<file path="config.mk">
export PLATFORM = sky130hd
export DESIGN_NAME = usb_hub_port_status_unit
export DESIGN_NICKNAME = d
export VERILOG_FILES = /design/src/hw/rtl/usbhps_pkg.sv /design/src/hw/rtl/usb_hub_port_status_unit.sv /design/src/hw/rtl/usbhps_req_stage.sv /design/src/hw/rtl/usbhps_port_update.sv
export SDC_FILE = /design/constraint.sdc
export NUM_CORES = 1
export LEC_CHECK = 0
export BUFFER_PORTS_ARGS = -buffer_cell sky130_fd_sc_hd__buf_4
export CAP_MARGIN = 30
export CORE_AREA = 2 2 130 132
export CTS_CLUSTER_SIZE = 8
export DETAILED_ROUTE_END_ITERATION = 7
export DIE_AREA = 0 0 132 134
export PLACE_DENSITY = 0.67
export SYNTH_ARGS = -nofsm -noshare
export SYNTH_HDL_FRONTEND = slang
export SYNTH_SLANG_ARGS = --single-unit
</file>
<file path="constraint.sdc">
create_clock -name clk -period 2.8 [get_ports clk]
set_input_delay 0.56 -clock clk [delete_from_list [all_inputs] [get_ports clk]]
set_output_delay 0.56 -clock clk [all_outputs]
set_load 0.02 [all_outputs]
</file>
<file path="src/hw/rtl/usbhps_pkg.sv">
// usbhps_pkg: shared types and codes for the usb hub port status unit
// no dependencies; imported by every module under hw/rtl
package usbhps_pkg;

  localparam int PORT_COUNT = 6;
  localparam int PORT_IDX_W = (PORT_COUNT > 1) ? $clog2(PORT_COUNT) : 1;
  localparam int BITMAP_W   = 7;

  // request codes
  localparam logic [1:0] CMD_SET  = 2'd0;
  localparam logic [1:0] CMD_CLR  = 2'd1;
  localparam logic [1:0] CMD_GET  = 2'd2;
  localparam logic [1:0] CMD_POLL = 2'd3;

  localparam logic [1:0] RCP_HUB  = 2'd0;
  localparam logic [1:0] RCP_PORT = 2'd3;

  // hub feature selectors
  localparam logic [15:0] HUB_FEAT_LOCAL_POWER  = 16'd0;
  localparam logic [15:0] HUB_FEAT_OVER_CURRENT = 16'd1;

  // port feature selectors
  localparam logic [15:0] PORT_FEAT_ENABLE    = 16'd1;
  localparam logic [15:0] PORT_FEAT_SUSPEND   = 16'd2;
  localparam logic [15:0] PORT_FEAT_RESET     = 16'd4;
  localparam logic [15:0] PORT_FEAT_POWER     = 16'd8;
  localparam logic [15:0] PORT_FEAT_LOW_SPEED = 16'd9;
  localparam logic [15:0] PORT_FEAT_C_FIRST   = 16'd16;
  localparam logic [15:0] PORT_FEAT_C_LAST    = 16'd22;

  localparam logic [15:0] CONNECT_AFTER_POLLS_RESET = 16'd20;
  localparam logic [15:0] POLL_COUNT_MAX            = 16'hFFFF;

  typedef struct packed {
    logic [1:0]  cmd;
    logic [1:0]  recipient;
    logic [15:0] port_index;
    logic [15:0] feature_selector;
  } req_t;

  typedef struct packed {
    logic                result_code;
    logic [15:0]         port_status_word;
    logic [15:0]         port_change_word;
    logic [BITMAP_W-1:0] change_bitmap;
  } rsp_t;

  typedef struct packed {
    logic c_rst;
    logic c_susp;
    logic c_ena;
    logic c_conn;
    logic high;
    logic low;
    logic pwr;
    logic rst;
    logic susp;
    logic ena;
    logic conn;
  } port_flags_t;

endpackage

</file>
<file path="src/hw/rtl/usb_hub_port_status_unit.sv">
// usb_hub_port_status_unit: top level of the emulated hub port status block
// depends on usbhps_pkg, usbhps_req_stage and usbhps_port_update
//
//   channel   handshake            payload             notes
//   request   start & !busy        req  (req_t)        busy is never raised
//   result    done, one cycle      rsp  (rsp_t)        receiver cannot stall
//   config    cfg_we               cfg_data (16 bit)   connect_after_polls
//
// an item is registered into req_q at the accept edge, then resolved into the
// result register rsp together with done, so done is high in the cycle after
// req_valid and the result is taken while done is high
// one item per cycle sustained: the flags and poll counter update in the
// same cycle the result is registered, ready for the next item
// synchronous reset clears flags, poll count, threshold (to 20) and strobes
module usb_hub_port_status_unit
  import usbhps_pkg::*;
(
  input  logic        clk,
  input  logic        rst,
  input  logic        start,
  output logic        busy,
  input  req_t        req,
  output logic        done,
  output rsp_t        rsp,
  input  logic        cfg_we,
  input  logic [15:0] cfg_data
);

  // request stage
  logic req_valid;
  req_t req_q;

  // architectural state
  port_flags_t port_flags      [PORT_COUNT];
  port_flags_t port_flags_next [PORT_COUNT];
  logic [15:0] poll_count;
  logic [15:0] poll_count_next;
  logic [15:0] connect_after_polls;

  // decode of the registered item
  logic                  port_ok;
  logic [PORT_IDX_W-1:0] port_sel;
  port_flags_t           upd_flags;
  logic                  upd_ok;
  logic [15:0]           upd_status;
  logic [15:0]           upd_change;
  logic                  ok;
  rsp_t                  rsp_next;

  // the block can take an item in every cycle
  assign busy = 1'b0;

  usbhps_req_stage u_req_stage (
    .clk       (clk),
    .rst       (rst),
    .start     (start),
    .busy      (busy),
    .req       (req),
    .req_valid (req_valid),
    .req_q     (req_q)
  );

  // one-based port number, only in range 1..PORT_COUNT
  assign port_ok  = (req_q.port_index != 16'd0) &&
                    (req_q.port_index <= 16'(PORT_COUNT));
  assign port_sel = port_ok ? PORT_IDX_W'(req_q.port_index - 16'd1) : '0;

  usbhps_port_update u_port_update (
    .flags       (port_flags[port_sel]),
    .cmd         (req_q.cmd),
    .sel         (req_q.feature_selector),
    .flags_next  (upd_flags),
    .ok          (upd_ok),
    .status_word (upd_status),
    .change_word (upd_change)
  );

  always_comb begin
    for (int i = 0; i < PORT_COUNT; i++) begin
      port_flags_next[i] = port_flags[i];
    end
    poll_count_next = poll_count;
    ok              = 1'b0;
    rsp_next        = '0;

    if (req_valid) begin
      if (req_q.cmd == CMD_POLL) begin
        // saturating poll counter; a held count never re-triggers connect
        if (poll_count != POLL_COUNT_MAX) begin
          poll_count_next = poll_count + 16'd1;
          if (poll_count_next == connect_after_polls) begin
            port_flags_next[0].conn   = 1'b1;
            port_flags_next[0].c_conn = 1'b1;
          end
        end
        ok = 1'b1;
        // bitmap reflects the flags after this poll's connect event
        for (int i = 0; i < PORT_COUNT; i++) begin
          if (i < BITMAP_W - 1) begin
            rsp_next.change_bitmap[i+1] = port_flags_next[i].c_conn |
                                          port_flags_next[i].c_ena |
                                          port_flags_next[i].c_susp |
                                          port_flags_next[i].c_rst;
          end
        end
      end else if (req_q.recipient == RCP_HUB) begin
        // hub device: get status reads zero, set/clear only the two hub features
        ok = (req_q.cmd == CMD_GET) ||
             (req_q.feature_selector == HUB_FEAT_LOCAL_POWER) ||
             (req_q.feature_selector == HUB_FEAT_OVER_CURRENT);
      end else if ((req_q.recipient == RCP_PORT) && port_ok) begin
        ok = upd_ok;
        if (upd_ok) begin
          port_flags_next[port_sel] = upd_flags;
          if (req_q.cmd == CMD_GET) begin
            rsp_next.port_status_word = upd_status;
            rsp_next.port_change_word = upd_change;
          end
        end
      end
    end
    rsp_next.result_code = ~ok;
  end

  // state registers
  always_ff @(posedge clk) begin
    if (rst) begin
      for (int i = 0; i < PORT_COUNT; i++) begin
        port_flags[i] <= '0;
      end
      poll_count <= '0;
    end else begin
      for (int i = 0; i < PORT_COUNT; i++) begin
        port_flags[i] <= port_flags_next[i];
      end
      poll_count <= poll_count_next;
    end
  end

  // configuration register, to be written by the user only while idle; the block does not enforce this
  always_ff @(posedge clk) begin
    if (rst) begin
      connect_after_polls <= CONNECT_AFTER_POLLS_RESET;
    end else if (cfg_we) begin
      connect_after_polls <= cfg_data;
    end
  end

  // result register and strobe
  always_ff @(posedge clk) begin
    if (rst) begin
      done <= 1'b0;
    end else begin
      done <= req_valid;
    end
  end

  always_ff @(posedge clk) begin
    if (req_valid) begin
      rsp <= rsp_next;
    end
  end

`ifndef SYNTH
  logic [PORT_COUNT-1:0] rst_bits;

  always_comb begin
    for (int i = 0; i < PORT_COUNT; i++) begin
      rst_bits[i] = port_flags[i].rst;
    end
  end

  // every registered item yields exactly one result on the next cycle
  a_item_to_result: assert property (@(posedge clk) disable iff (rst)
    req_valid |=> done)
    else $error("registered item did not produce a result");

  // a result strobe always follows a registered item
  a_result_from_item: assert property (@(posedge clk) disable iff (rst)
    done |-> $past(req_valid))
    else $error("result strobe without an item");

  // rejected items carry all-zero words
  a_reject_zero: assert property (@(posedge clk) disable iff (rst)
    (done && rsp.result_code) |->
      (rsp.port_status_word == 16'd0 && rsp.port_change_word == 16'd0 &&
       rsp.change_bitmap == '0))
    else $error("rejected item carries nonzero words");

  // port reset completes at once, so no reset status bit ever sticks
  a_no_reset_bit: assert property (@(posedge clk) disable iff (rst)
    rst_bits == '0)
    else $error("port reset status bit set");

  // the poll counter never moves backward outside reset
  a_poll_monotonic: assert property (@(posedge clk) disable iff (rst)
    !rst |=> poll_count >= $past(poll_count))
    else $error("poll counter decreased");
`endif

endmodule

</file>
<file path="src/hw/rtl/usbhps_req_stage.sv">
// usbhps_req_stage: input register for one request item
// depends on usbhps_pkg
module usbhps_req_stage
  import usbhps_pkg::*;
(
  input  logic clk,
  input  logic rst,
  input  logic start,
  input  logic busy,
  input  req_t req,
  output logic req_valid,
  output req_t req_q
);

  logic accept;

  assign accept = start & ~busy;

  always_ff @(posedge clk) begin
    if (rst) begin
      req_valid <= 1'b0;
    end else begin
      req_valid <= accept;
    end
  end

  always_ff @(posedge clk) begin
    if (accept) begin
      req_q <= req;
    end
  end

endmodule

</file>
<file path="src/hw/rtl/usbhps_port_update.sv">
// usbhps_port_update: per-port request decode, next flags and status words
// depends on usbhps_pkg
module usbhps_port_update
  import usbhps_pkg::*;
(
  input  port_flags_t flags,
  input  logic [1:0]  cmd,
  input  logic [15:0] sel,
  output port_flags_t flags_next,
  output logic        ok,
  output logic [15:0] status_word,
  output logic [15:0] change_word
);

  logic is_set;

  assign is_set = (cmd == CMD_SET);

  assign status_word = {5'b0, flags.high, flags.low, flags.pwr, 3'b0, flags.rst, 1'b0,
                        flags.susp, flags.ena, flags.conn};
  assign change_word = {11'b0, flags.c_rst, 1'b0, flags.c_susp, flags.c_ena, flags.c_conn};

  always_comb begin
    flags_next = flags;
    ok         = 1'b1;
    if (cmd == CMD_GET) begin
      // get status clears the change bits
      flags_next.c_conn = 1'b0;
      flags_next.c_ena  = 1'b0;
      flags_next.c_susp = 1'b0;
      flags_next.c_rst  = 1'b0;
    end else begin
      unique case (sel) inside
        PORT_FEAT_ENABLE: begin
          if (is_set != flags.ena) flags_next.c_ena = 1'b1;
          flags_next.ena = is_set;
        end
        PORT_FEAT_SUSPEND: begin
          if (is_set != flags.susp) flags_next.c_susp = 1'b1;
          flags_next.susp = is_set;
        end
        PORT_FEAT_RESET: begin
          // reset completes at once, so the reset bit itself stays low
          if (is_set != flags.rst) flags_next.c_rst = 1'b1;
          if (is_set) flags_next.ena = 1'b1;
        end
        PORT_FEAT_POWER: begin
          flags_next.pwr = is_set;
        end
        PORT_FEAT_LOW_SPEED: begin
          flags_next.low  = is_set;
          flags_next.high = ~is_set;
        end
        [PORT_FEAT_C_FIRST:PORT_FEAT_C_LAST]: begin
          flags_next = flags;
        end
        default: begin
          ok = 1'b0;
        end
      endcase
    end
  end

endmodule

</file>
==> results.toml <==
[placed_design]
placed_area_sq_um = 8337
gp_congestion = 0.9176
place_inst = 1042
hpwl_um = 13310
portBuffers = 74

[route]
via_count = 5944
drt_iter0_markers = 481
drt-wirelength-per-cell_um = 17.06
drtPass1Iterations = 5
drc = 0
wl_um = 18460
vias_per_cell = 5.494
postRouteAntennaNets = 0

[power_and_ir_drop]
clockPowerShare = 0.439
p_leak_nw = 3.443
p_seq_frac = 0.473
p_switching_mw = 1.231
swShare = 0.2402
ir_worst_vdd_mv = 0.4294
p_comb_frac = 0.089
pwr_density_cell_nw_per_um2 = 560.3
internal-power_mw = 3.893

[clock_tree]
tritoncts = "done"
path_clk_slew_ns = 0.07
clk_latency_ns = 0.43
cts.sinks = 154
cts.path.max_buffers = 2
root_buffer = "clkbuf_16"
cts_buffers = 17
htreeDepth = 4
hold_buffers = 0

[global_route]
grt_usage = 0.2127
grt_max_degree = 88
first_global_vias = 5746
antenna_found_initial = 0
grt_first_pass_wirelength_um = 29680
grt_overflow = 0

[sta]
hold_violations = 0
slew_viol_final = 0
rsz0062_at_grt = "yes"
fin_crit_sh = 0.9890
tightest_slew_ns = 0.8247
max_freq_mhz = 361.1
holdWs_ns = 0.3020
setup_viol_count_final = 0
slew_headroom = 0.4502
finClkSkew_ns = 0.01207
min_period_ns = 2.769

[worst_setup_path]
worst-path-max-fanout = 6
max_stage_delay_ns = 0.55
crit_family = "compound AO/OA/AOI/OAI gates"
crit_buf_inv = 3
end_kind = "flop"
crit_path_cell_trace = "or4_4, buf_6, a2111oi_4, buf_4, nand2_8, buf_12, a221o_1, a21oi_2, a2bb2oi_4, a211oi_1"
required_ns = 3.10
cpMaxStageDelayCell = "or4_4"
critical_path_class = "flop to flop"
critPathLaunchType = "flop"
arrival_ns = 3.07

[yosys]
synth-seq-area-share = 0.5016
synth_compound_area_frac = 0.1269
synthMuxAreaShare = 0.05681
postSynthAreaPerCell_sq_um = 9.924
synth_simple_gate_area_share = 0.2130
syn_inst = 728
synthAdderAreaFrac = 0.01005
yosysUniqueCellTypes = 73
synth_edf_count = 54
yosysMostFrequentCell = "dfxtp_1"
yosys.area.top_type = "dfxtp_1"
netlist_top_cells_area = "dfxtp_1 28%, edfxtp_1 22%, mux2i_1 4.4%"
netlist_top_cells_count = "100 x dfxtp_1, 80 x nor2_1, 54 x edfxtp_1"
ys_ff_latch = 154
synth_warnings = 0
synth_top_area_share = 0.2771
synth_top_family_by_area = "simple AND/OR/NAND/NOR gates"
async_flop_share = 0
synth_ff_type = "dfxtp_1"
synthXorXnorAreaFrac = 0.03758
synthesis.area_sq_um = 7224

[floorplanning]
initial_core_util = 0.4435
dieWidth_um = 132
boundaryPins = 98
die_y_um = 134
rows = 47
dieArea_sq_um = 17690
core_area_sq_um = 16290

[finish]
area_growth_pct = 26.58
instances_no_fill = 1082
fillers = 1449
layout-drive-gt1-share = 0.2587
diodes = 0
design_area_sq_um = 9145
nets = 910

[status]
status = "completed"

[job]
maxCapViolCount = 0

[min_path]
worst_hold_path_type = "input port to flop"
[layout by cell type, fill, tap and decap left out, types with 4 or more instances in the layout]
| cell type | count |
|---|---|
| a211oi_1 | 14 |
| a21oi_1 | 27 |
| a22oi_1 | 6 |
| a31oi_1 | 6 |
| and2_1 | 4 |
| and3_1 | 5 |
| buf_12 | 4 |
| buf_4 | 135 |
| buf_6 | 4 |
| clkbuf_16 | 17 |
| clkinvlp_4 | 4 |
| conb_1 | 23 |
| dfxtp_1 | 100 |
| edfxtp_1 | 54 |
| inv_1 | 11 |
| mux2_2 | 8 |
| mux2i_1 | 32 |
| nand2_1 | 46 |
| nand2b_1 | 6 |
| nand3_1 | 18 |
| nand3b_1 | 33 |
| nand4_1 | 7 |
| nor2_1 | 79 |
| nor2b_1 | 19 |
| nor3_1 | 15 |
| nor3_4 | 4 |
| nor4_1 | 18 |
| o21ai_0 | 12 |
| o21ai_1 | 23 |
| o22ai_1 | 4 |
| o31ai_1 | 4 |
| or3_1 | 5 |
| xnor2_1 | 18 |
| xor2_1 | 13 |
[sequential cells by signal, summed over array words and instances, names as in the netlist]
register and cells:
port_flags 66, u_req_stage.req_q 36, rsp 18, connect_after_polls 16
poll_count 16, done 1, u_req_stage.req_valid 1
[power by group through the flow]
stage               registers (mW)  logic [mW]  clock network, mW
finish                        2.42       0.454               2.25
global route                  2.43       0.488               2.39
CTS                           2.42       0.444               2.29
detailed placement            2.47       0.440                  0
global placement              2.47       0.431                  0
floorplan                     2.48       0.262                  0
[timing repair]
| item | 4_1_cts | 5_1_grt |
|---|---|---|
| gates resized for setup | 12 | 21 |
| pin swaps | 4 | 6 |
| endpoints found under the setup margin | 33 | 52 |
| setup buffers | 4 | 4 |
[layer usage]
| metal | track usage | routed length, um | vias to the layer above |
|---|---|---|---|
| met5 | 0 | 0 | - |
| met4 | 0.07911 | 468 | 0 |
| met3 | 0.05291 | 1150 | 40 |
| met2 | 0.3472 | 8860 | 213 |
| met1 | 0.2744 | 7977 | 2840 |
| li1 | - | - | 2851 |
[stage by stage]
step	setup WS (ns)	setup TNS [ns]	total power, mW	util
floorplan	0.006828	0	2.737	-
global placement	-0.09691	-0.5281	2.897	0.5118
detailed placement	-0.1659	-1.331	2.910	0.5118
CTS	0.003523	0	5.152	0.5526
global route	-0.1184	-1.593	5.308	0.5614
finish	0.03067	0	5.124	0.5614
[cell type report]
cell class,count,area [sq um],share of cell area
Sequential cell,154,3623,0.3962
Multi-Input combinational cell,520,3483,0.3809
Timing Repair Buffer,143,1139,0.1245
Clock buffer,19,432.9,0.04734
Tap cell,220,275.3,0.03010
Clock inverter,13,142.6,0.01560
Inverter,13,48.80,0.005336
[kinds of logic after synthesis]
family                   Yosys count
flip-flops                       154
AND/OR/NAND/NOR                  286
XOR/XNOR                          31
other                              1
adder cells (fa/ha/maj)            6
AO/OA/AOI/OAI                    134
buffers and inverters             76
multiplexers                      40
[worst paths after layout]
kind	start	to	slack, ns	cells past startpoint
worst max register to register	u_req_stage.req_q[22]$_DFFE_PP_	port_flags[5][6]$_SDFFE_PP0P_	0.03	10
worst max-delay path	u_req_stage.req_q[22]$_DFFE_PP_	port_flags[5][6]$_SDFFE_PP0P_	0.03	10
worst min-delay path	req[23]	u_req_stage.req_q[23]$_DFFE_PP_	0.30	1
worst min register to register	port_flags[5][2]$_SDFFE_PP0P_	port_flags[5][2]$_SDFFE_PP0P_	0.46	2
No activity file was read; power rests on OpenSTA's default activity.
